**src/hw/rtl/assert_macros.svh**
```systemverilog
// Assertion macros for the RTL files; box_iou_unit.sv includes them.
// With SYNTHESIS defined the macros expand to nothing.
`ifndef ASSERT_MACROS_SVH
`define ASSERT_MACROS_SVH

`ifndef SYNTHESIS
// Antecedent true at a clock edge implies the consequent at the same edge.
`define ASSERT_IMP(lbl, clk, rst_n, ante, cons) \
    lbl: assert property (@(posedge clk) disable iff (!rst_n) (ante) |-> (cons)) \
        else $error("implication check failed");
// Condition holds at every clock edge out of reset.
`define ASSERT_ALWAYS(lbl, clk, rst_n, expr) \
    lbl: assert property (@(posedge clk) disable iff (!rst_n) (expr)) \
        else $error("invariant check failed");
`else
`define ASSERT_IMP(lbl, clk, rst_n, ante, cons)
`define ASSERT_ALWAYS(lbl, clk, rst_n, expr)
`endif

`endif

```
**src/hw/rtl/biou_pkg.sv**
```systemverilog
package biou_pkg;

    // Default geometry and ratio precision
    localparam int COORD_BITS_DEF      = 16;
    localparam int RATIO_FRAC_BITS_DEF = 16;

    // Minimum-union threshold register
    localparam int               MIN_UNION_BITS = 16;
    localparam logic [15:0]      MIN_UNION_RST  = 16'd1;

endpackage

```
**src/hw/rtl/biou_geom.sv**
```systemverilog
// Box geometry: overlap spans and edge differences, then the three area products.
module biou_geom #(
    parameter int COORD_BITS = biou_pkg::COORD_BITS_DEF
) (
    input  logic                          clk,
    input  logic                          rst_n,
    input  logic                          in_valid,
    output logic                          in_ready,
    input  logic [COORD_BITS-1:0]         a_left,
    input  logic [COORD_BITS-1:0]         a_top,
    input  logic [COORD_BITS-1:0]         a_right,
    input  logic [COORD_BITS-1:0]         a_bottom,
    input  logic [COORD_BITS-1:0]         b_left,
    input  logic [COORD_BITS-1:0]         b_top,
    input  logic [COORD_BITS-1:0]         b_right,
    input  logic [COORD_BITS-1:0]         b_bottom,
    output logic                          out_valid,
    input  logic                          out_ready,
    output logic [2*COORD_BITS-1:0]       inter,
    output logic signed [2*COORD_BITS+1:0] area_a,
    output logic signed [2*COORD_BITS+1:0] area_b
);
    import biou_pkg::*;

    localparam int C  = COORD_BITS;
    localparam int AW = 2*COORD_BITS + 2;

    logic                 s1_valid_reg;
    logic                 s2_valid_reg;
    logic                 s1_ready;
    logic                 s2_ready;

    logic [C-1:0]         iw_reg, iw_next;
    logic [C-1:0]         ih_reg, ih_next;
    logic signed [C:0]    wa_reg, wa_next;
    logic signed [C:0]    ha_reg, ha_next;
    logic signed [C:0]    wb_reg, wb_next;
    logic signed [C:0]    hb_reg, hb_next;

    logic [2*C-1:0]       inter_reg, inter_next;
    logic signed [AW-1:0] area_a_reg, area_a_next;
    logic signed [AW-1:0] area_b_reg, area_b_next;

    logic [C-1:0]         x_lo, x_hi, y_lo, y_hi;

    // Stall chain: a stage takes new data when empty or when it drains
    assign s2_ready = !s2_valid_reg || out_ready;
    assign s1_ready = !s1_valid_reg || s2_ready;
    assign in_ready = s1_ready;

    // Stage 1: overlap spans clamped at zero, signed box extents
    always_comb
    begin
        x_lo    = (a_left  > b_left)   ? a_left   : b_left;
        x_hi    = (a_right < b_right)  ? a_right  : b_right;
        y_lo    = (a_top   > b_top)    ? a_top    : b_top;
        y_hi    = (a_bottom < b_bottom) ? a_bottom : b_bottom;
        iw_next = (x_hi > x_lo) ? (x_hi - x_lo) : '0;
        ih_next = (y_hi > y_lo) ? (y_hi - y_lo) : '0;
        wa_next = $signed({1'b0, a_right})  - $signed({1'b0, a_left});
        ha_next = $signed({1'b0, a_bottom}) - $signed({1'b0, a_top});
        wb_next = $signed({1'b0, b_right})  - $signed({1'b0, b_left});
        hb_next = $signed({1'b0, b_bottom}) - $signed({1'b0, b_top});
    end

    // Stage 2: intersection and box areas
    always_comb
    begin
        inter_next  = (2*C)'(iw_reg) * (2*C)'(ih_reg);
        area_a_next = AW'(wa_reg) * AW'(ha_reg);
        area_b_next = AW'(wb_reg) * AW'(hb_reg);
    end

    // Valid bits
    always_ff @(posedge clk or negedge rst_n)
    begin
        if (!rst_n)
        begin
            s1_valid_reg <= 1'b0;
            s2_valid_reg <= 1'b0;
        end
        else
        begin
            if (s1_ready)
            begin
                s1_valid_reg <= in_valid;
            end
            if (s2_ready)
            begin
                s2_valid_reg <= s1_valid_reg;
            end
        end
    end

    // Payload registers
    always_ff @(posedge clk)
    begin
        if (s1_ready && in_valid)
        begin
            iw_reg <= iw_next;
            ih_reg <= ih_next;
            wa_reg <= wa_next;
            ha_reg <= ha_next;
            wb_reg <= wb_next;
            hb_reg <= hb_next;
        end
        if (s2_ready && s1_valid_reg)
        begin
            inter_reg  <= inter_next;
            area_a_reg <= area_a_next;
            area_b_reg <= area_b_next;
        end
    end

    assign out_valid = s2_valid_reg;
    assign inter     = inter_reg;
    assign area_a    = area_a_reg;
    assign area_b    = area_b_reg;

endmodule

```
**config.mk**
```make
export PLATFORM = sky130hd
export DESIGN_NAME = biou_geom
export DESIGN_NICKNAME = d
export VERILOG_FILES = /design/src/hw/rtl/assert_macros.svh /design/src/hw/rtl/biou_pkg.sv /design/src/hw/rtl/biou_geom.sv
export SDC_FILE = /design/constraint.sdc
export NUM_CORES = 2
export LEC_CHECK = 0
export ABC_AREA = 1
export ABC_CLOCK_PERIOD_IN_PS = 5700
export BUFFER_PORTS_ARGS = -buffer_cell sky130_fd_sc_hd__buf_2
export CAP_MARGIN = 20
export CORE_MARGIN = 1.5
export CORE_UTILIZATION = 25
export DETAILED_ROUTE_END_ITERATION = 8
export GPL_ROUTABILITY_DRIVEN = 0
export GPL_TIMING_DRIVEN = 0
export SYNTH_ARGS = -nofsm -noshare
export SYNTH_HDL_FRONTEND = slang
export SYNTH_SLANG_ARGS = --single-unit
```
**constraint.sdc**
```tcl
create_clock -name clk -period 5.7 [get_ports clk]
set_clock_uncertainty 0.2 [all_clocks]
set_input_delay 0.285 -clock clk [delete_from_list [all_inputs] [get_ports clk]]
set_output_delay 0.285 -clock clk [all_outputs]
set_load 0.01 [all_outputs]
```
* Word level (Yosys, flattened, before mapping)
Index checks and enable logic that the tools add are counted.
Operators by class: $add $sub $neg 6, multiply operators 3, $lt $le $gt $ge 6, multiplexer cells 4, reductions and logical operators 6
Operators with widths (number):
- multiplier 17 x 17 -> 34 bit | 2
- subtractor 16 x 16 -> 17 bit | 4
- > comparator 16 bit | 4
- two-way mux 16 bit | 4
- < comparator 16 bit | 2
- multiplier 16 x 16 -> 32 bit | 1
- subtractor 16 bit | 2
- logical AND 1 bit | 2
- zero test 1 bit | 2
- logical OR 1 bit | 2
Word-level totals: register bits 202, bits of input ports 132

* Logic depth before layout (Yosys ltp)
depth after elaboration 4, gate-level depth with buffers 27

* Worst setup path before layout
No wires, ideal clock.
path type reg-to-reg, start point reg s2_valid_reg (netlist: out_valid), end point reg area_a_reg[0] (netlist: area_a[0]) (enable), library setup time 0.592 ns, data arrival time 5.299 ns, data required time 4.908 ns, setup slack -0.391 ns, stages on the path, launching flop included 2, path buffers 0, clock period less this slack 6.091 ns, path through dfrtp_1 > a21oi_1
On the way: word-level cells in the longest chain between the ends 3
Ends and longest elaborated chain:
- start, declared | RTL line biou_geom.sv:29 | logic s2_valid_reg;
- start signal, assigned | RTL line biou_geom.sv:90 | s2_valid_reg <= s1_valid_reg;
- zero test 1 bit | RTL line biou_geom.sv:47 | assign s2_ready = !s2_valid_reg || out_ready;
- logical OR 1 bit | RTL line biou_geom.sv:47
- logical AND 1 bit | RTL line biou_geom.sv:107 | if (s2_ready && s1_valid_reg)
- end signal, assigned | RTL line biou_geom.sv:110 | area_a_reg <= area_a_next;
- end, declared | RTL line biou_geom.sv:41 | logic signed [AW-1:0] area_a_reg, area_a_next;
Every way passes these cells. A chain may end at the register's enable or synchronous reset.

* Worst setup path after layout
start point reg wb_reg[16], end point reg area_b_reg[33] (netlist: area_b[33]), data pin
On the way: word-level cells in the longest chain between the ends 1
Ends and longest elaborated chain:
- start, declared | RTL line biou_geom.sv:37 | logic signed [C:0] wb_reg, wb_next;
- start signal, assigned | RTL line biou_geom.sv:104 | wb_reg <= wb_next;
- multiplier 17 x 17 -> 34 bit | RTL line biou_geom.sv:71 | area_b_next = AW'(wb_reg) * AW'(hb_reg);
- net area_b_next[33] | RTL line biou_geom.sv:42 | logic signed [AW-1:0] area_b_reg, area_b_next;
- end signal, assigned | RTL line biou_geom.sv:111 | area_b_reg <= area_b_next;
- end, declared | RTL line biou_geom.sv:42
The timed path passes the listed nets, and every way through them passes these cells.

==> flow_metrics.py <==
metrics = {
    "grt": {
        "grtUsageTotal_pct": 16.5,
        "grt_max_degree": 74,
        "overflow": 0,
        "grt_pass1_wl_um": 242000,
        "grt_pass1_vias": 42600,
        "antenna_found_initial": 52,
    },
    "logic_synthesis": {
        "ys.flop_type": "edfxtp_1",
        "synth_compound_area_share_pct": 4.73,
        "synth_xor_area_share_pct": 2.15,
        "synth_seq_cells": 202,
        "async_flop_share_pct": 0.990,
        "syn_avg_cell_area_um2": 7.68,
        "ys_types": 46,
        "ys_warn_count": 0,
        "synth_top_family_by_area": "adder cells",
        "synth_mux_area_share_pct": 0,
        "synth_edf_count": 200,
        "synth-simple-area-share_pct": 19.9,
        "synth-adder-area-share_pct": 45.4,
        "synthesis.nets": 7457,
        "seq_area_frac_synth_pct": 12.9,
        "synth_cells": 6101,
        "syn_area_mm2": 0.0469,
    },
    "final_layout": {
        "nets": 7927,
        "area_delta_synth_final_pct": 23.7,
        "final_common_cell": "nand2_1",
        "final_cell_mix": "nand2_1, inv_1, fa_1, ha_1, buf_2",
        "stdcell_area_mm2": 0.0580,
        "fill_cells": 19500,
        "seqCellArea_mm2": 0.00606,
        "multi_input_area_mm2": 0.0368,
        "drive_above_1_share_pct": 20.6,
    },
    "timing": {
        "slew_violations": 0,
        "fin_crit_ns": 5.88,
        "fin_crit_sh_pct": 103,
        "setup_slack_ns": -0.177,
        "fmax_mhz": 170,
        "hold_violations": 0,
        "rsz0062_at_grt": "true",
        "tightest_slew_ns": 0.803,
        "setup_viol": 31,
        "max_slew_margin_pct": 46.4,
    },
    "clocking": {
        "cts_tree": "built",
        "clk_latency_ns": 0.63,
        "cts.sinks": 202,
        "clk_pin_slew_ns": 0.06,
        "cts_buffers": 25,
        "root_buffer": "clkbuf_16",
        "cts_max_level": 1,
        "clk_path_buf_depth": 3,
    },
    "setup_path": {
        "reg2regPathDepth": 22,
        "critPathLaunchType": "register",
        "r2r_slack_ns": -0.18,
        "timing.rr.start": "wb_reg[16]",
        "critPathCaptureType": "register",
        "reg2reg_to": "area_b[33]",
        "required_ns": 5.85,
        "arrival_ns": 6.03,
        "worstPathMaxFanout": 5,
        "path_class": "reg -> reg",
    },
    "min_path": {
        "hold_class": "in -> reg",
        "hold_depth": 4,
        "worstHoldStart": "a_right[0]",
        "hold_end": "wa_reg[0]",
    },
    "placed_design": {
        "portBuffers": 233,
        "dp_hpwl_um": 128000,
        "place_area_mm2": 0.0513,
    },
    "detailed_routing": {
        "vias": 41400,
        "detail-route-antenna-nets": 0,
        "routed_wl_um": 161000,
        "wl_per_cell_um": 17.7,
        "drtIter0Drc": 3209,
        "vias_per_cell": 4.55,
        "firstDrtPassIters": 6,
        "drc": 0,
    },
    "status": {
        "status": "finished with violations",
        "violations": "setup timing",
    },
    "die": {
        "die_h_um": 436,
        "io_pins": 234,
        "core_area_mm2": 0.186,
        "start_util_pct": 25.2,
        "die_width_um": 436,
        "die_area_mm2": 0.190,
        "rows": 158,
    },
    "job": {
        "drv_cap": 0,
    },
}
==> metal layers <==
metal  GRT usage, %  vias up  wire length [µm]
li1               -    19000                 -
met1           18.5    20200             57500
met2           27.9     1707             76800
met3           2.93      560             12100
met4           12.6       16             14400
met5              0        -                98
==> worst max-delay path, cell delays in order, from the launching register on <==
cell and delay, ns:
edfxtp_1 0.51, buf_6 0.20, nand2_4 0.07, inv_4 0.04
fa_2 0.65, fa_2 0.50, inv_4 0.10, fa_2 0.45
buf_4 0.16, fa_1 0.54, fa_1 0.44, fa_2 0.60
inv_2 0.07, ha_4 0.27, buf_4 0.15, nand3_1 0.08
nand2_1 0.08, a21oi_2 0.14, nand2_2 0.08, inv_1 0.06
nand2_1 0.05, nand2_1 0.07, nand2_2 0.07
==> logic make-up (layout without fill, tap and decap cells) <==
family | after synthesis | count (layout)
other cells | 0 | 31
flops | 202 | 202
xor+xnor | 115 | 115
buf+inv | 1852 | 2338
simple gates | 2302 | 2302
fa+ha+maj | 1224 | 1224
compound gates | 406 | 406
==> worst max path at each step <==
stage	endpoint	slack, ns	start
floorplan	area_a[33]	0.01	ha_reg[6]
global placement	area_b[33]	-1.30	hb_reg[7]
detailed placement	area_b[33]	-1.27	hb_reg[7]
CTS	area_b[33]	-0.12	wb_reg[16]
global route	area_b[33]	-0.31	wb_reg[16]
finish	area_b[33]	-0.18	wb_reg[16]
==> timing repair <==
| item | 4_1_cts | 5_1_grt |
|---|---|---|
| pin swaps | 116 | 325 |
| cloned | 4 | 2 |
| endpoints found under the setup margin | 73 | 61 |
| buffers inserted | 189 | 99 |
| endpoints found under the hold margin | 11 | 0 |
| resized for setup | 526 | 625 |
| hold buffers | 12 | 0 |
==> synth_stat cells (25+ instances only) <==
cell type	instances	share of area [%]
o21bai_1	25	0.40
nand2_1	1696	14
inv_1	1640	13
edfxtp_1	200	13
xor2_1	90	1.7
xnor2_1	25	0.47
o21ai_0	97	1.0
nor2_1	235	1.9
nand3_1	227	2.4
a21oi_1	230	2.5
nor3_1	36	0.38
ha_1	432	12
fa_1	792	34
nand4_1	35	0.47
clkbuf_1	196	1.6
==> metrics by stage <==
stage                     setup slack [ns]  utilization [%]  TNS [ns]  hold WS, ns  instances
after global placement               -1.30             27.5    -78.86       -0.131       8814
final                               -0.177             31.2     -2.18       0.0326       9098
after floorplan                     0.0141                -         0       -0.211       6101
after detailed placement             -1.27             27.6    -61.14       -0.127       8819
after global routing                -0.305             31.2     -8.32       0.0307       9093
after CTS                           -0.120             29.8    -0.649       0.0124       8972
==> area by class of cell <==
cell class	instances	area share (%)
timing repair buffer	543	6.80
tap	2480	5.35
clock buffer	27	1.09
sequential	202	10.4
buffer	112	1.74
inverter	1640	10.7
multi-input combinational	4047	63.4
antenna	31	0.134
clock inverter	16	0.339
Power is left out: the tool's default activity adds up to more than one toggle a clock period on the data nets, which glitch-free logic cannot reach.
