## config.mk

```make
export PLATFORM = sky130hd
export DESIGN_NAME = biou_divider
export DESIGN_NICKNAME = d
export VERILOG_FILES = /design/src/hw/rtl/assert_macros.svh /design/src/hw/rtl/biou_pkg.sv /design/src/hw/rtl/biou_divider.sv
export SDC_FILE = /design/constraint.sdc
export NUM_CORES = 2
export LEC_CHECK = 0
export BUFFER_PORTS_ARGS = -buffer_cell sky130_fd_sc_hd__buf_2
export CORE_ASPECT_RATIO = 1.2
export CORE_MARGIN = 8
export CORE_UTILIZATION = 45
export CTS_CLUSTER_DIAMETER = 60
export DETAILED_ROUTE_END_ITERATION = 7
export GPL_ROUTABILITY_DRIVEN = 0
export SLEW_MARGIN = 30
export SYNTH_ARGS = -nofsm -noshare
export SYNTH_HDL_FRONTEND = slang
export SYNTH_SLANG_ARGS = --single-unit
```

## constraint.sdc

```tcl
create_clock -name clk -period 11.2 [get_ports clk]
set_input_delay 3.36 -clock clk [delete_from_list [all_inputs] [get_ports clk]]
set_output_delay 3.36 -clock clk [all_outputs]
set_load 0.05 [all_outputs]
```

## src/hw/rtl/assert_macros.svh

```systemverilog
// Assertion macros for the RTL files; box_iou_unit.sv includes them.
// With SYNTHESIS defined the macros expand to nothing.
`ifndef ASSERT_MACROS_SVH
`define ASSERT_MACROS_SVH

`ifndef SYNTHESIS
// Antecedent true at a clock edge implies the consequent at the same edge.
`define ASSERT_IMP(lbl, clk, rst_n, ante, cons) \
    lbl: assert property (@(posedge clk) disable iff (!rst_n) (ante) |-> (cons)) \
        else $error("implication check failed");
// Condition holds at every clock edge out of reset.
`define ASSERT_ALWAYS(lbl, clk, rst_n, expr) \
    lbl: assert property (@(posedge clk) disable iff (!rst_n) (expr)) \
        else $error("invariant check failed");
`else
`define ASSERT_IMP(lbl, clk, rst_n, ante, cons)
`define ASSERT_ALWAYS(lbl, clk, rst_n, expr)
`endif

`endif

```

## src/hw/rtl/biou_pkg.sv

```systemverilog
package biou_pkg;

    // Default geometry and ratio precision
    localparam int COORD_BITS_DEF      = 16;
    localparam int RATIO_FRAC_BITS_DEF = 16;

    // Minimum-union threshold register
    localparam int               MIN_UNION_BITS = 16;
    localparam logic [15:0]      MIN_UNION_RST  = 16'd1;

endpackage

```

## src/hw/rtl/biou_divider.sv

```systemverilog
// Pipelined restoring divider, one quotient bit per stage, plus the output register.
module biou_divider #(
    parameter int COORD_BITS      = biou_pkg::COORD_BITS_DEF,
    parameter int RATIO_FRAC_BITS = biou_pkg::RATIO_FRAC_BITS_DEF
) (
    input  logic                       clk,
    input  logic                       rst_n,
    input  logic                       in_valid,
    output logic                       in_ready,
    input  logic [2*COORD_BITS:0]      num,
    input  logic [2*COORD_BITS:0]      den,
    input  logic                       force_one,
    input  logic                       guarded,
    output logic                       out_valid,
    input  logic                       out_ready,
    output logic [RATIO_FRAC_BITS:0]   ratio,
    output logic                       union_guarded
);
    import biou_pkg::*;

    localparam int UW = 2*COORD_BITS + 1;
    localparam int F  = RATIO_FRAC_BITS;
    localparam logic [F:0] RATIO_ONE = {1'b1, {F{1'b0}}};

    // Step stage registers
    logic [F-1:0]  v_reg;
    logic [UW-1:0] rem_reg [F];
    logic [UW-1:0] den_reg [F];
    logic [F-1:0]  q_reg   [F];
    logic [F-1:0]  one_reg;
    logic [F-1:0]  grd_reg;

    // Output stage
    logic          out_v_reg;
    logic [F:0]    ratio_reg;
    logic          guard_out_reg;

    // Stage inputs and step results
    logic [F-1:0]  src_v;
    logic [UW-1:0] src_rem [F];
    logic [UW-1:0] src_den [F];
    logic [F-1:0]  src_q   [F];
    logic [F-1:0]  src_one;
    logic [F-1:0]  src_grd;
    logic [UW:0]   trial   [F];
    logic [F-1:0]  ge;
    logic [UW-1:0] rem_next [F];
    logic [F-1:0]  q_next   [F];
    logic [F:0]    rdy;

    // Stall chain from the output backwards
    always_comb
    begin
        rdy[F] = !out_v_reg || out_ready;
        for (int k = F - 1; k >= 0; k--)
        begin
            rdy[k] = !v_reg[k] || rdy[k+1];
        end
    end
    assign in_ready = rdy[0];

    // Each stage sees the previous stage's registers
    always_comb
    begin
        src_v[0]   = in_valid;
        src_rem[0] = num;
        src_den[0] = den;
        src_q[0]   = '0;
        src_one[0] = force_one;
        src_grd[0] = guarded;
        for (int k = 1; k < F; k++)
        begin
            src_v[k]   = v_reg[k-1];
            src_rem[k] = rem_reg[k-1];
            src_den[k] = den_reg[k-1];
            src_q[k]   = q_reg[k-1];
            src_one[k] = one_reg[k-1];
            src_grd[k] = grd_reg[k-1];
        end
    end

    // One restoring step per stage: remainder stays below the divisor
    always_comb
    begin
        for (int k = 0; k < F; k++)
        begin
            trial[k]    = {src_rem[k], 1'b0};
            ge[k]       = (trial[k] >= {1'b0, src_den[k]});
            rem_next[k] = ge[k] ? UW'(trial[k] - {1'b0, src_den[k]}) : trial[k][UW-1:0];
            q_next[k]   = {src_q[k][F-2:0], ge[k]};
        end
    end

    always_ff @(posedge clk or negedge rst_n)
    begin
        if (!rst_n)
        begin
            v_reg     <= '0;
            out_v_reg <= 1'b0;
        end
        else
        begin
            for (int k = 0; k < F; k++)
            begin
                if (rdy[k])
                begin
                    v_reg[k] <= src_v[k];
                end
            end
            if (rdy[F])
            begin
                out_v_reg <= v_reg[F-1];
            end
        end
    end

    always_ff @(posedge clk)
    begin
        for (int k = 0; k < F; k++)
        begin
            if (rdy[k] && src_v[k])
            begin
                rem_reg[k] <= rem_next[k];
                den_reg[k] <= src_den[k];
                q_reg[k]   <= q_next[k];
                one_reg[k] <= src_one[k];
                grd_reg[k] <= src_grd[k];
            end
        end
        if (rdy[F] && v_reg[F-1])
        begin
            ratio_reg     <= one_reg[F-1] ? RATIO_ONE : {1'b0, q_reg[F-1]};
            guard_out_reg <= grd_reg[F-1];
        end
    end

    assign out_valid     = out_v_reg;
    assign ratio         = ratio_reg;
    assign union_guarded = guard_out_reg;

endmodule

```

## Word-level counts from Yosys, hierarchy flattened

Memories as Yosys holds them, arrays and structs flattened.
Cells that the tools add are included.

| storage, ports and cells | value |
|---|---|
| flip-flop bits (word level) | 67 |
| bits in writable memories | 1312 |
| input port bits | 72 |
| output and inout bits | 20 |
| logic and storage cells | 187 |
| memories kept | 3 |

| cells by class | value |
|---|---|
| $add $sub $neg | 16 |
| magnitude comparators | 16 |
| multiplexer cells | 49 |
| reduce and logical (&&, ||, !) cells | 51 |

Memories:

| name | words | bits a word | read ports | clocked after memory_dff | wr ports | RTL line | source |
|---|---|---|---|---|---|---|---|
| den_reg | 16 | 33 | 15 | 0 | 16 | biou_divider.sv:28 | `logic [UW-1:0] den_reg [F];` |
| rem_reg | 16 | 33 | 15 | 0 | 16 | biou_divider.sv:27 | `logic [UW-1:0] rem_reg [F];` |
| q_reg | 16 | 16 | 16 | 0 | 16 | biou_divider.sv:29 | `logic [F-1:0] q_reg [F];` |

Operator list:

| kind | number |
|---|---|
| $ge A34 B33 Y1 | 16 |
| $mux W33 | 16 |
| $sub A33 B33 Y33 | 16 |
| $mux W1 | 32 |
| $logic_and A1 B1 Y1 | 17 |
| $logic_not A1 Y1 | 17 |
| $logic_or A1 B1 Y1 | 17 |
| $mux W17 | 1 |

## Longest topological paths before layout

| depth | value |
|---|---|
| word-level depth | 21 |
| gate-level depth with buffers | 16 |
| depth with buffers taken out | 13 |

## Worst setup path before layout

OpenSTA, ideal clock, no wires.

| path | value |
|---|---|
| kind | input to register |
| from | in out_ready |
| to | mem den_reg[0][198] (netlist name), enable pin |
| setup time | 623 ps |
| arrival | 9612 ps |
| data required time | 10577 ps |
| path slack | 965 ps |
| cell stages on the path | 7 |
| buffers on the path | 0 |
| path through | nor2b_1 > nand3_1 > nor2_1 > and2_1 > and3_1 > and3_1 > a21boi_0 |

RTL lines:

| element | RTL line | source |
|---|---|---|
| start: declaration | biou_divider.sv:15 | `input logic out_ready,` |
| end: declaration | biou_divider.sv:28 |  |

## Final worst setup path

| path | value |
|---|---|
| from | in out_ready |
| to | out in_ready |

| between the ends | value |
|---|---|
| cells in the longest elaborated chain, start to end | 17 |

RTL lines:

| element | RTL line | source |
|---|---|---|
| $logic_or A1 B1 Y1 | biou_divider.sv:54 | `rdy[F] = !out_v_reg \|\| out_ready;` |
| $logic_or A1 B1 Y1 (16 in a row) | biou_divider.sv:57 | `rdy[k] = !v_reg[k] \|\| rdy[k+1];` |
| end: declaration | biou_divider.sv:9 | `output logic in_ready,` |

Every way passes these cells.

==> reports/qor.csv <==
metric,value,unit
drive_gt1_share,9.08,%
hold_viol,0,
ys.flop_type,edfxtp_1,
drt-total-wl,142000,um
antenna_found_initial,0,
p_switching,8300,uW
synth_enable_flop_cells,1176,
clockBufferDepth,3,
avgSynthCellArea,11.1,um2
post-cts-setup-buffer-count,0,
ys_warn_count,0,
start_util,45.1,%
synth_nets,6780,
grt_max_degree,74,
cts_resized,0,
critPathRequiredTime,7.84,ns
drt_pre_antenna_iters,8,
maxCapViolCount,0,
path_clk_slew,0.06,ns
coreArea,0.152,mm2
cpPeakStageDelay,0.59,ns
nets,6923,
cp-start-kind,primary input,
diodes,0,
outcome,"complete, no violations",
io_buffers,91,
skew,0.0275,ns
critPathTopFamily,simple AND/OR/NAND/NOR gates,
fin_util,49.9,%
worst-setup-path-type,primary input to output port,
syn_to_final_growth,10.6,%
synth_cell_types,88,
max_slew_margin,30.0,%
power,22200,uW
rsz0062_at_grt,false,
post-route-period-util,81.8,%
slowest_stage,nor3_1,
min_period,9.16,ns
clockPowerShare,19.3,%
yosysSeqAreaShare,52.2,%
viasPerCell,5.41,
setup_tns,0,ns
drc,0,
power.density,294,mW/mm2
dieWidth,372,um
grt_pass1_wl,227000,um
crit_fanout,5,
grt_overflow_total,0,
drt_iter0_drc,2021,
synth_area,0.0685,mm2
synthesis.instances,6166,
io_pins,92,
cts-hold-fix-buffers,0,
clock-root-buffer,clkbuf_16,
route.vias.total,45500,
hold_class,flop to flop,
netSwitchingFraction,37.4,%
grtUsageTotal,16.9,%
cts_sinks,1193,
intPower,13900,uW
max_freq,109,MHz
cts_buffers,140,
first_global_vias,46900,
post_drt_wl_per_cell,16.9,um
ant_nets,0,
leakagePower,0.0310,uW
ir_drop,0.000189,V
dieHeight,443,um
p_comb_share,46.6,%
async_reset_ff_share,1.42,%
r2r_setup_slack,6.38,ns
n_fill_cell,13500,
cts_max_level,4,
seqPwrFrac,34.1,%
post-dp-hpwl,111000,um
fp-row-count,157,
crit_arrival,5.80,ns
slew_viol_final,0,
tritoncts,done,
synth_seq_cells,1193,
clk_latency,0.76,ns
cp_cell_sequence,"buf_2, nor2b_1, nand3_1, nor2_1, nand2_1, nor3_1, nand2_1, inv_1, nand4_1, buf_2",
seq_area,0.0357,mm2
multi_input_area,0.0299,mm2
die_area,0.165,mm2
tightest_slew,1.03,ns
end_kind,output port,
finalSetupViolCount,0,
crit_buf_inv,3,
## layer usage
| metal | wire [um] | vias to the layer above | share of wire (%) | GRT usage, % |
|---|---|---|---|---|
| met2 | 79700 | 903 | 56 | 34.8 |
| met3 | 3890 | 463 | 2.7 | 2.36 |
| met5 | 0 | - | 0 | 0 |
| met1 | 48200 | 21300 | 34 | 14.6 |
| li1 | - | 22900 | - | - |
| met4 | 9990 | 0 | 7.0 | 11.2 |
## cell usage after synthesis (18+ instances only)
| library cell | count | share of area, % |
|---|---|---|
| a211oi_1 | 58 | 0.64 |
| a21boi_0 | 25 | 0.27 |
| a21o_1 | 214 | 2.3 |
| a21oi_1 | 565 | 4.1 |
| a31oi_1 | 53 | 0.48 |
| and2_1 | 45 | 0.41 |
| and3_1 | 34 | 0.31 |
| buf_2 | 18 | 0.13 |
| clkbuf_1 | 93 | 0.51 |
| edfxtp_1 | 1176 | 52 |
| ha_1 | 527 | 9.6 |
| inv_1 | 658 | 3.6 |
| mux2_2 | 153 | 2.5 |
| mux2_4 | 27 | 0.59 |
| nand2_1 | 324 | 1.8 |
| nand2b_1 | 76 | 0.69 |
| nand3_1 | 98 | 0.72 |
| nand4_1 | 85 | 0.78 |
| nor2_1 | 455 | 2.5 |
| nor2b_1 | 84 | 0.77 |
| nor3_1 | 86 | 0.63 |
| o211ai_1 | 29 | 0.32 |
| o21a_1 | 74 | 0.81 |
| o21ai_0 | 333 | 2.4 |
| o21bai_1 | 65 | 0.71 |
| o31ai_1 | 40 | 0.44 |
| or2_2 | 23 | 0.21 |
| or3_1 | 24 | 0.22 |
| xnor2_1 | 248 | 3.2 |
| xor2_1 | 160 | 2.0 |
## cell families after synthesis
kind of cell	Yosys count	synth area share [%]
adders and majority gates	542	10.1
DFF	1193	52.2
and+or+nand+nor	1395	9.71
xor gates and xnor gates	408	5.22
muxes	189	3.24
AOI/OAI and AO/OA	1652	15.2
buffers and inverters	787	4.39
## layout make-up
cell class / instances / area share [%]
Sequential cell: 1193 / 47.2
Multi-Input combinational cell: 4186 / 39.5
Clock buffer: 173 / 4.85
Tap cell: 1987 / 3.28
Inverter: 660 / 3.27
Timing Repair Buffer: 128 / 0.969
Clock inverter: 81 / 0.919
## power by group through the flow
stage	registers (uW)	clock network (uW)	logic, uW
floorplan	7520	0	8090
global placement	7630	0	10100
detailed placement	7660	0	10300
CTS	7570	4420	10300
global route	7720	4580	11500
finish	7570	4290	10400
## worst paths after layout
| path | start | endpoint | depth (start not counted) |
|---|---|---|---|
| worst max-delay path | out_ready | in_ready | 10 |
| worst min register to register | one_reg[2] | one_reg[3] | 0 |
| worst min-delay path | one_reg[2] | one_reg[3] | 0 |
| min in group asynchronous | rst_n | v_reg[2] | 1 |
| max in group asynchronous | rst_n | v_reg[1] | 1 |
| worst max register to register | rem_reg[1][100] | rem_reg[1][135] | 12 |
## per-stage QoR
step / setup slack [ns] / hold slack (ns) / cells / area, um2
6_report: 2.04 / 0.401 / 8408 / 75700
5_1_grt: 1.71 / 0.402 / 8408 / 75700
4_1_cts: 2.11 / 0.394 / 8408 / 75700
3_5_place_dp: 2.13 / 0.405 / 8154 / 71300
3_3_place_gp: 2.12 / 0.401 / 8154 / 71300
2_1_floorplan: 0.965 / 0.400 / 6166 / 68500
## placed cells by master, fill, tap and decap left out, types with 37 or more instances in the layout
| master | n |
|---|---|
| o21a_1 | 74 |
| nand2b_1 | 76 |
| nor2_1 | 454 |
| nand2_1 | 323 |
| xor2_1 | 160 |
| o21bai_1 | 65 |
| clkbuf_16 | 142 |
| o21ai_0 | 332 |
| buf_2 | 91 |
| o31ai_1 | 40 |
| edfxtp_1 | 1176 |
| nor3_1 | 85 |
| a31oi_1 | 53 |
| a21oi_1 | 564 |
| a211oi_1 | 58 |
| buf_4 | 37 |
| xnor2_1 | 248 |
| nor2b_1 | 81 |
| nand3_1 | 98 |
| inv_1 | 658 |
| nand4_1 | 85 |
| ha_1 | 527 |
| a21o_1 | 213 |
| mux2_2 | 153 |
Power figures use the tool's default switching activity.
