**src/hw/rtl/assert_macros.svh**
```systemverilog
// Assertion macros for the RTL files; box_iou_unit.sv includes them.
// With SYNTHESIS defined the macros expand to nothing.
`ifndef ASSERT_MACROS_SVH
`define ASSERT_MACROS_SVH

`ifndef SYNTHESIS
// Antecedent true at a clock edge implies the consequent at the same edge.
`define ASSERT_IMP(lbl, clk, rst_n, ante, cons) \
    lbl: assert property (@(posedge clk) disable iff (!rst_n) (ante) |-> (cons)) \
        else $error("implication check failed");
// Condition holds at every clock edge out of reset.
`define ASSERT_ALWAYS(lbl, clk, rst_n, expr) \
    lbl: assert property (@(posedge clk) disable iff (!rst_n) (expr)) \
        else $error("invariant check failed");
`else
`define ASSERT_IMP(lbl, clk, rst_n, ante, cons)
`define ASSERT_ALWAYS(lbl, clk, rst_n, expr)
`endif

`endif

```
**src/hw/rtl/biou_pkg.sv**
```systemverilog
package biou_pkg;

    // Default geometry and ratio precision
    localparam int COORD_BITS_DEF      = 16;
    localparam int RATIO_FRAC_BITS_DEF = 16;

    // Minimum-union threshold register
    localparam int               MIN_UNION_BITS = 16;
    localparam logic [15:0]      MIN_UNION_RST  = 16'd1;

endpackage

```
**src/hw/rtl/biou_union.sv**
```systemverilog
// Union area, threshold guard and saturation check; prepares the divider operands.
module biou_union #(
    parameter int COORD_BITS = biou_pkg::COORD_BITS_DEF
) (
    input  logic                               clk,
    input  logic                               rst_n,
    input  logic                               in_valid,
    output logic                               in_ready,
    input  logic [2*COORD_BITS-1:0]            inter,
    input  logic signed [2*COORD_BITS+1:0]     area_a,
    input  logic signed [2*COORD_BITS+1:0]     area_b,
    input  logic [biou_pkg::MIN_UNION_BITS-1:0] min_union,
    output logic                               out_valid,
    input  logic                               out_ready,
    output logic [2*COORD_BITS:0]              num,
    output logic [2*COORD_BITS:0]              den,
    output logic                               force_one,
    output logic                               guarded
);
    import biou_pkg::*;

    localparam int C  = COORD_BITS;
    localparam int SW = 2*COORD_BITS + 3;
    localparam int UW = 2*COORD_BITS + 1;

    logic                 s3_valid_reg, s4_valid_reg, s5_valid_reg;
    logic                 s3_ready, s4_ready, s5_ready;

    logic signed [SW-1:0] sum_reg, sum_next;
    logic [2*C-1:0]       inter3_reg;
    logic signed [SW-1:0] uni_reg, uni_next;
    logic [2*C-1:0]       inter4_reg;

    logic [UW-1:0]        num_reg, num_next;
    logic [UW-1:0]        den_reg;
    logic                 force_reg, force_next;
    logic                 guard_reg, guard_next;
    logic                 sat;

    assign s5_ready = !s5_valid_reg || out_ready;
    assign s4_ready = !s4_valid_reg || s5_ready;
    assign s3_ready = !s3_valid_reg || s4_ready;
    assign in_ready = s3_ready;

    // Stage 3: sum of box areas
    assign sum_next = SW'(area_a) + SW'(area_b);

    // Stage 4: remove the doubly counted intersection
    assign uni_next = sum_reg - $signed({{(SW-2*C){1'b0}}, inter3_reg});

    // Stage 5: small or non-positive union forces one; a ratio of one or more saturates
    always_comb
    begin
        guard_next = (uni_reg <= 0)
                  || (uni_reg < $signed({{(SW-MIN_UNION_BITS){1'b0}}, min_union}));
        sat        = ({1'b0, inter4_reg} >= uni_reg[UW-1:0]);
        force_next = guard_next || sat;
        num_next   = force_next ? '0 : {1'b0, inter4_reg};
    end

    always_ff @(posedge clk or negedge rst_n)
    begin
        if (!rst_n)
        begin
            s3_valid_reg <= 1'b0;
            s4_valid_reg <= 1'b0;
            s5_valid_reg <= 1'b0;
        end
        else
        begin
            if (s3_ready)
            begin
                s3_valid_reg <= in_valid;
            end
            if (s4_ready)
            begin
                s4_valid_reg <= s3_valid_reg;
            end
            if (s5_ready)
            begin
                s5_valid_reg <= s4_valid_reg;
            end
        end
    end

    always_ff @(posedge clk)
    begin
        if (s3_ready && in_valid)
        begin
            sum_reg    <= sum_next;
            inter3_reg <= inter;
        end
        if (s4_ready && s3_valid_reg)
        begin
            uni_reg    <= uni_next;
            inter4_reg <= inter3_reg;
        end
        if (s5_ready && s4_valid_reg)
        begin
            num_reg   <= num_next;
            den_reg   <= uni_reg[UW-1:0];
            force_reg <= force_next;
            guard_reg <= guard_next;
        end
    end

    assign out_valid = s5_valid_reg;
    assign num       = num_reg;
    assign den       = den_reg;
    assign force_one = force_reg;
    assign guarded   = guard_reg;

endmodule

```
**config.mk**
```make
export PLATFORM = sky130hd
export DESIGN_NAME = biou_union
export DESIGN_NICKNAME = d
export VERILOG_FILES = /design/src/hw/rtl/assert_macros.svh /design/src/hw/rtl/biou_pkg.sv /design/src/hw/rtl/biou_union.sv
export SDC_FILE = /design/constraint.sdc
export NUM_CORES = 1
export LEC_CHECK = 0
export ABC_AREA = 1
export BUFFER_PORTS_ARGS = -buffer_cell sky130_fd_sc_hd__buf_4
export CAP_MARGIN = 25
export CORE_ASPECT_RATIO = 1.25
export CORE_MARGIN = 2
export CORE_UTILIZATION = 50
export CTS_BUF_LIST = sky130_fd_sc_hd__clkbuf_16
export CTS_CLUSTER_SIZE = 25
export DETAILED_ROUTE_END_ITERATION = 16
export PLACE_DENSITY = 0.72
export SYNTH_ARGS = -nofsm -noshare
export SYNTH_HDL_FRONTEND = slang
export SYNTH_SLANG_ARGS = --single-unit
```
**constraint.sdc**
```tcl
create_clock -name clk -period 4.88 [get_ports clk]
set_input_delay 0.488 -clock clk [delete_from_list [all_inputs] [get_ports clk]]
set_output_delay 0.488 -clock clk [all_outputs]
set_load 0.02 [all_outputs]
```
Yosys cells after proc, flatten, opt, wreduce, memory -nomap -nowiden:

Cells that the tools add are included.

* bits of input ports: 120
* word-level logic and storage cells: 28
* flip-flop bits (word level): 205
* output and inout bits: 70

* reductions and logical operators: 11
* $add $sub $neg: 2
* order comparisons: 3

Operator list (count)
* 34-bit by 34-bit adder with 35-bit output: 1
* 35-bit by 1-bit less-or-equal comparator with 1-bit output (second input constant): 1
* 35-bit by 17-bit less-than comparator with 1-bit output: 1
* 35-bit by 33-bit subtractor with 35-bit output: 1
* 32-bit by 33-bit greater-or-equal comparator with 1-bit output: 1
* 1-bit logical OR: 5
* 1-bit logical AND: 3
* 1-bit zero test: 3

Logic depth before layout (Yosys ltp):

* depth after elaboration: 5
* depth in mapped cells: 14
* gate-level depth less buffers: 14

Least setup slack after synthesis:

Ideal clock, no wire load.

* path kind: flip-flop to flip-flop
* from: register s5_valid_reg, in the netlist out_valid
* to: register den_reg[0], in the netlist den[0], enable pin
* arrival: 3.767 ns
* buffers on the path: 0
* period minus slack after synthesis: 4.281 ns
* slack: 0.599 ns
* required time: 4.366 ns
* cell stages (with the launch flop): 2
* cells stage by stage: dfrtp_1 a21oi_1

* cells in the longest elaborated chain, start to end: 3

Ends and longest elaborated chain
* start, declared: line biou_union.sv:26 `logic s3_valid_reg, s4_valid_reg, s5_valid_reg;`
* start signal, assigned: line biou_union.sv:81 `s5_valid_reg <= s4_valid_reg;`
* 1-bit zero test: line biou_union.sv:40 `assign s5_ready = !s5_valid_reg || out_ready;`
* 1-bit logical OR: line biou_union.sv:40
* 1-bit logical AND: line biou_union.sv:98 `if (s5_ready && s4_valid_reg)`
* end signal, assigned: line biou_union.sv:101 `den_reg <= uni_reg[UW-1:0];`
* end, declared: line biou_union.sv:35 `logic [UW-1:0] den_reg;`

Every way passes these cells.
A chain may end at the register's enable or synchronous reset.

Worst setup path in the final report:

* from: register uni_reg[18]
* to: register force_reg, in the netlist force_one, data pin

* cells in the longest elaborated chain, start to end: 3

Ends and longest elaborated chain
* start, declared: line biou_union.sv:31 `logic signed [SW-1:0] uni_reg, uni_next;`
* start signal, assigned: line biou_union.sv:95 `uni_reg <= uni_next;`
* 35-bit by 1-bit less-or-equal comparator with 1-bit output / 35-bit by 17-bit less-than comparator with 1-bit output (equally long branches): line biou_union.sv:54, biou_union.sv:55
* 1-bit logical OR: line biou_union.sv:55 `|| (uni_reg < $signed({{(SW-MIN_UNION_BITS){1'b0}}, min_union}));`
* 1-bit logical OR *: line biou_union.sv:57 `force_next = guard_next || sat;`
* named net force_next: line biou_union.sv:36 `logic force_reg, force_next;`
* end signal, assigned: line biou_union.sv:102 `force_reg <= force_next;`
* end, declared: line biou_union.sv:36

Mark *: on every way through the listed nets, which the timed path passes. The rest lies on a longest branch.

==> summary.txt <==
======================================================================================
Global-route wire length before repair                                        49.90 mm
Largest fanout on the critical path                                                 33
Number of iterations in the first detailed-routing pass                              5
First-iteration detailed-routing DRC count                                         444
DP Cell Count                                                                     1992
Post-synthesis async set-or-reset flop share                                    1.471%
Via density per instance                                                         5.009
Final hold slack                                                             0.1574 ns
Post-route clock period utilization                                             52.04%
Top cells by count, synth                                                 417 x sky130_fd_sc_hd__nand2_1, 250 x sky130_fd_sc_hd__inv_1, 201 x sky130_fd_sc_hd__edfxtp_1
Max-slew violation count                                                             0
Total routing usage reported by global routing                                  23.38%
Weighted congestion reported at the end of routability-driven placement         0.9706
Area growth syn-to-layout                                                       19.02%
Post-DR wirelength/cell                                                       15.58 um
H-tree lvl count                                                                     1
Type of the worst setup path                                              flop to flop
Library cells used by synthesis                                                     38
Placed wire-length estimate                                                   26.41 mm
Via count of the first global-routing pass                                       10220
Port bufs                                                                          188
Share of the yosys chip area belonging to registers                             47.51%
Cell with the most instances after synthesis                              sky130_fd_sc_hd__nand2_1
Syn avg cell area                                                           8.731 um^2
Count of endpoints failing hold in the final timing report                           0
Total number of placement rows                                                      65
Inserted Diodes                                                                      0
Number of ports placed on the die boundary                                         190
Classification of the worst-slack hold path                               primary input to flop
DRC errors left                                                                      0
Cell Pwr Density                                                          413.0 nW/um^2
Clock Sink Count                                                                   204
Combined area of all synthesized cells                                      12860 um^2
Portion of synthesized cell area occupied by the leading cell type              46.93%
Pin count of the biggest net entering global routing                                68
Arrival time worst endpoint                                                    2.78 ns
Horizontal extent of the die                                                  147.5 um
Number of nets produced by synthesis                                              1708
Main area contributors after synthesis                                    sky130_fd_sc_hd__edfxtp_1 47%, sky130_fd_sc_hd__nand2_1 12%, sky130_fd_sc_hd__ha_1 11%
Kind of capture point of the worst setup path                                     flop
Fill cell total of the finished layout                                            2274
Clock Skew                                                                  0.01875 ns
CTS-repair resized insts                                                             0
Total Negative Setup Slacks                                                       0 ns
Critical path required time                                                    5.12 ns
Register clock-pin slew on the reported worst setup and hold paths             0.06 ns
Highest ir drop seen on vdd                                                  0.1890 mV
Max Cap Violations                                                                   0
Root buffer cell                                                          sky130_fd_sc_hd__clkbuf_16
Starting utilization of the core area                                           50.85%
F_max                                                                        393.8 MHz
Detailed Route WL                                                             31.62 mm
Share of layout cells above drive strength 1                                    17.24%
RSZ-0062 raised after global routing                                                no
GRT overflow                                                                         0
Final non-filler cell total                                                       2029
Total vias in the final route                                                    10160
Count of nets left with antenna violations after detail routing                      0
Pin slew with the least headroom to its limit                                0.7947 ns
Outcome                                                                      completed
Fin crit period                                                               2.540 ns
CTS tree                                                                         built
Setup bufs post-CTS                                                                  0
Number of buffers on the longest clock path                                          3
Die outline area                                                            27030 um^2
Initial antenna violation count                                                      0
Synth warn                                                                           0
Count of flip-flops with a built-in enable after synthesis                         201
Main synth FF type                                                        sky130_fd_sc_hd__edfxtp_1
Latest clock arrival within the worst-skew pair                                0.50 ns
Post-layout nets                                                                  1915
Cts bufs inserted                                                                   20
Vertical die dimension                                                        183.3 um
Sequential Area                                                              6111 um^2
Number of flip-flops and latches in the synthesized netlist                        204
LEAKAGE                                                                       7.442 nW
Placeable core region                                                       25290 um^2
Cell type contributing the most total cell area after synthesis           sky130_fd_sc_hd__edfxtp_1
Synth Instances                                                                   1473
Hold bufs inserted after CTS                                                         1
Rel. slew slack                                                                 46.94%
Final Setup Violations                                                               0
Kind of start point of the critical path                                          flop
Multi-input gate area in the final layout                                    5707 um^2
======================================================================================
-- layout by cell type, fill, tap and decap left out, types with 6 or more instances in the layout --
| cell type | instances |
|---|---|
| sky130_fd_sc_hd__a21oi_1 | 84 |
| sky130_fd_sc_hd__buf_4 | 191 |
| sky130_fd_sc_hd__clkbuf_16 | 21 |
| sky130_fd_sc_hd__clkinv_1 | 6 |
| sky130_fd_sc_hd__edfxtp_1 | 201 |
| sky130_fd_sc_hd__ha_1 | 113 |
| sky130_fd_sc_hd__inv_1 | 252 |
| sky130_fd_sc_hd__inv_2 | 6 |
| sky130_fd_sc_hd__nand2_1 | 417 |
| sky130_fd_sc_hd__nand2_2 | 10 |
| sky130_fd_sc_hd__nand3_1 | 55 |
| sky130_fd_sc_hd__nand3_2 | 7 |
| sky130_fd_sc_hd__nand4_1 | 11 |
| sky130_fd_sc_hd__nor2_1 | 141 |
| sky130_fd_sc_hd__nor2_2 | 7 |
| sky130_fd_sc_hd__nor3_1 | 7 |
| sky130_fd_sc_hd__nor3_2 | 30 |
| sky130_fd_sc_hd__o21ai_0 | 34 |
| sky130_fd_sc_hd__o21bai_1 | 11 |
| sky130_fd_sc_hd__xor2_1 | 33 |
-- worst max-delay path: stages (launching register included) --
cell                       delay [ns]
sky130_fd_sc_hd__edfxtp_1        0.41
sky130_fd_sc_hd__inv_1           0.08
sky130_fd_sc_hd__ha_1            0.31
sky130_fd_sc_hd__nand2_1         0.11
sky130_fd_sc_hd__nor2_1          0.06
sky130_fd_sc_hd__nand2_1         0.14
sky130_fd_sc_hd__nor2_1          0.06
sky130_fd_sc_hd__nand3_1         0.11
sky130_fd_sc_hd__nand2_1         0.08
sky130_fd_sc_hd__nand2_1         0.11
sky130_fd_sc_hd__nand3_4         0.41
sky130_fd_sc_hd__or2_1           0.37
-- metal layers --
layer / global-route usage [%] / vias up / part of all wire, %
li1: - / 5220 / -
met1: 28.01 / 4577 / 41
met2: 43.29 / 292 / 50
met3: 1.816 / 74 / 4.0
met4: 9.692 / 0 / 4.2
met5: 0 / - / 0
-- cell type report --
| class | count | share of cell area (%) |
|---|---|---|
| clock buffer | 21 | 3.433 |
| clock inverter | 15 | 0.8664 |
| inverter | 258 | 6.327 |
| multi-input combinational | 1004 | 37.28 |
| sequential | 204 | 39.92 |
| tap | 335 | 2.738 |
| timing repair buffer | 192 | 9.433 |
-- cells by family after synthesis --
group | after synthesis | synth area share, %
fa+ha+maj | 115 | 11.30
other cells | 1 | 0.02916
compound gates | 151 | 6.567
simple gates | 699 | 23.80
buf+inv | 265 | 8.201
flops | 204 | 47.51
xor+xnor | 38 | 2.588
-- path summary, 6_finish.rpt --
| check | start | endpoint | slack (ns) | cells after the start |
|---|---|---|---|---|
| hold / removal | inter[1] | inter3_reg[1]$_DFFE_PP_ | 0.16 | 1 |
| max in group asynchronous | rst_n | out_valid$_DFFE_PN0P_ | 4.47 | 2 |
| min in group asynchronous | rst_n | s4_valid_reg$_DFFE_PN0P_ | 0.32 | 2 |
| setup reg to reg | uni_reg[18]$_DFFE_PP_ | force_one$_DFFE_PP_ | 2.34 | 11 |
| setup / recovery | uni_reg[18]$_DFFE_PP_ | force_one$_DFFE_PP_ | 2.34 | 11 |
| hold reg to reg | inter3_reg[3]$_DFFE_PP_ | inter4_reg[3]$_DFFE_PP_ | 0.45 | 0 |
-- per-stage QoR --
stage / util (%) / instance area (um^2) / worst slack (ns) / total power, W
after floorplan: - / 12860 / 0.5990 / 0.004119
after global placement: 57.88 / 14640 / 2.419 / 0.004796
after detailed placement: 57.88 / 14640 / 2.382 / 0.004832
after CTS: 60.52 / 15310 / 2.372 / 0.006360
after global routing: 60.52 / 15310 / 2.187 / 0.006714
final: 60.52 / 15310 / 2.340 / 0.006322
-- report_power, final --
part | total, W | internal, W | switching (W)
combinational | 0.00213 | 0.000767 | 0.00137
sequential | 0.00267 | 0.00246 | 0.000208
clock | 0.00152 | 0.000891 | 0.000632
total | 0.00632 | 0.00412 | 0.00221
Power figures use the tool's default switching activity.
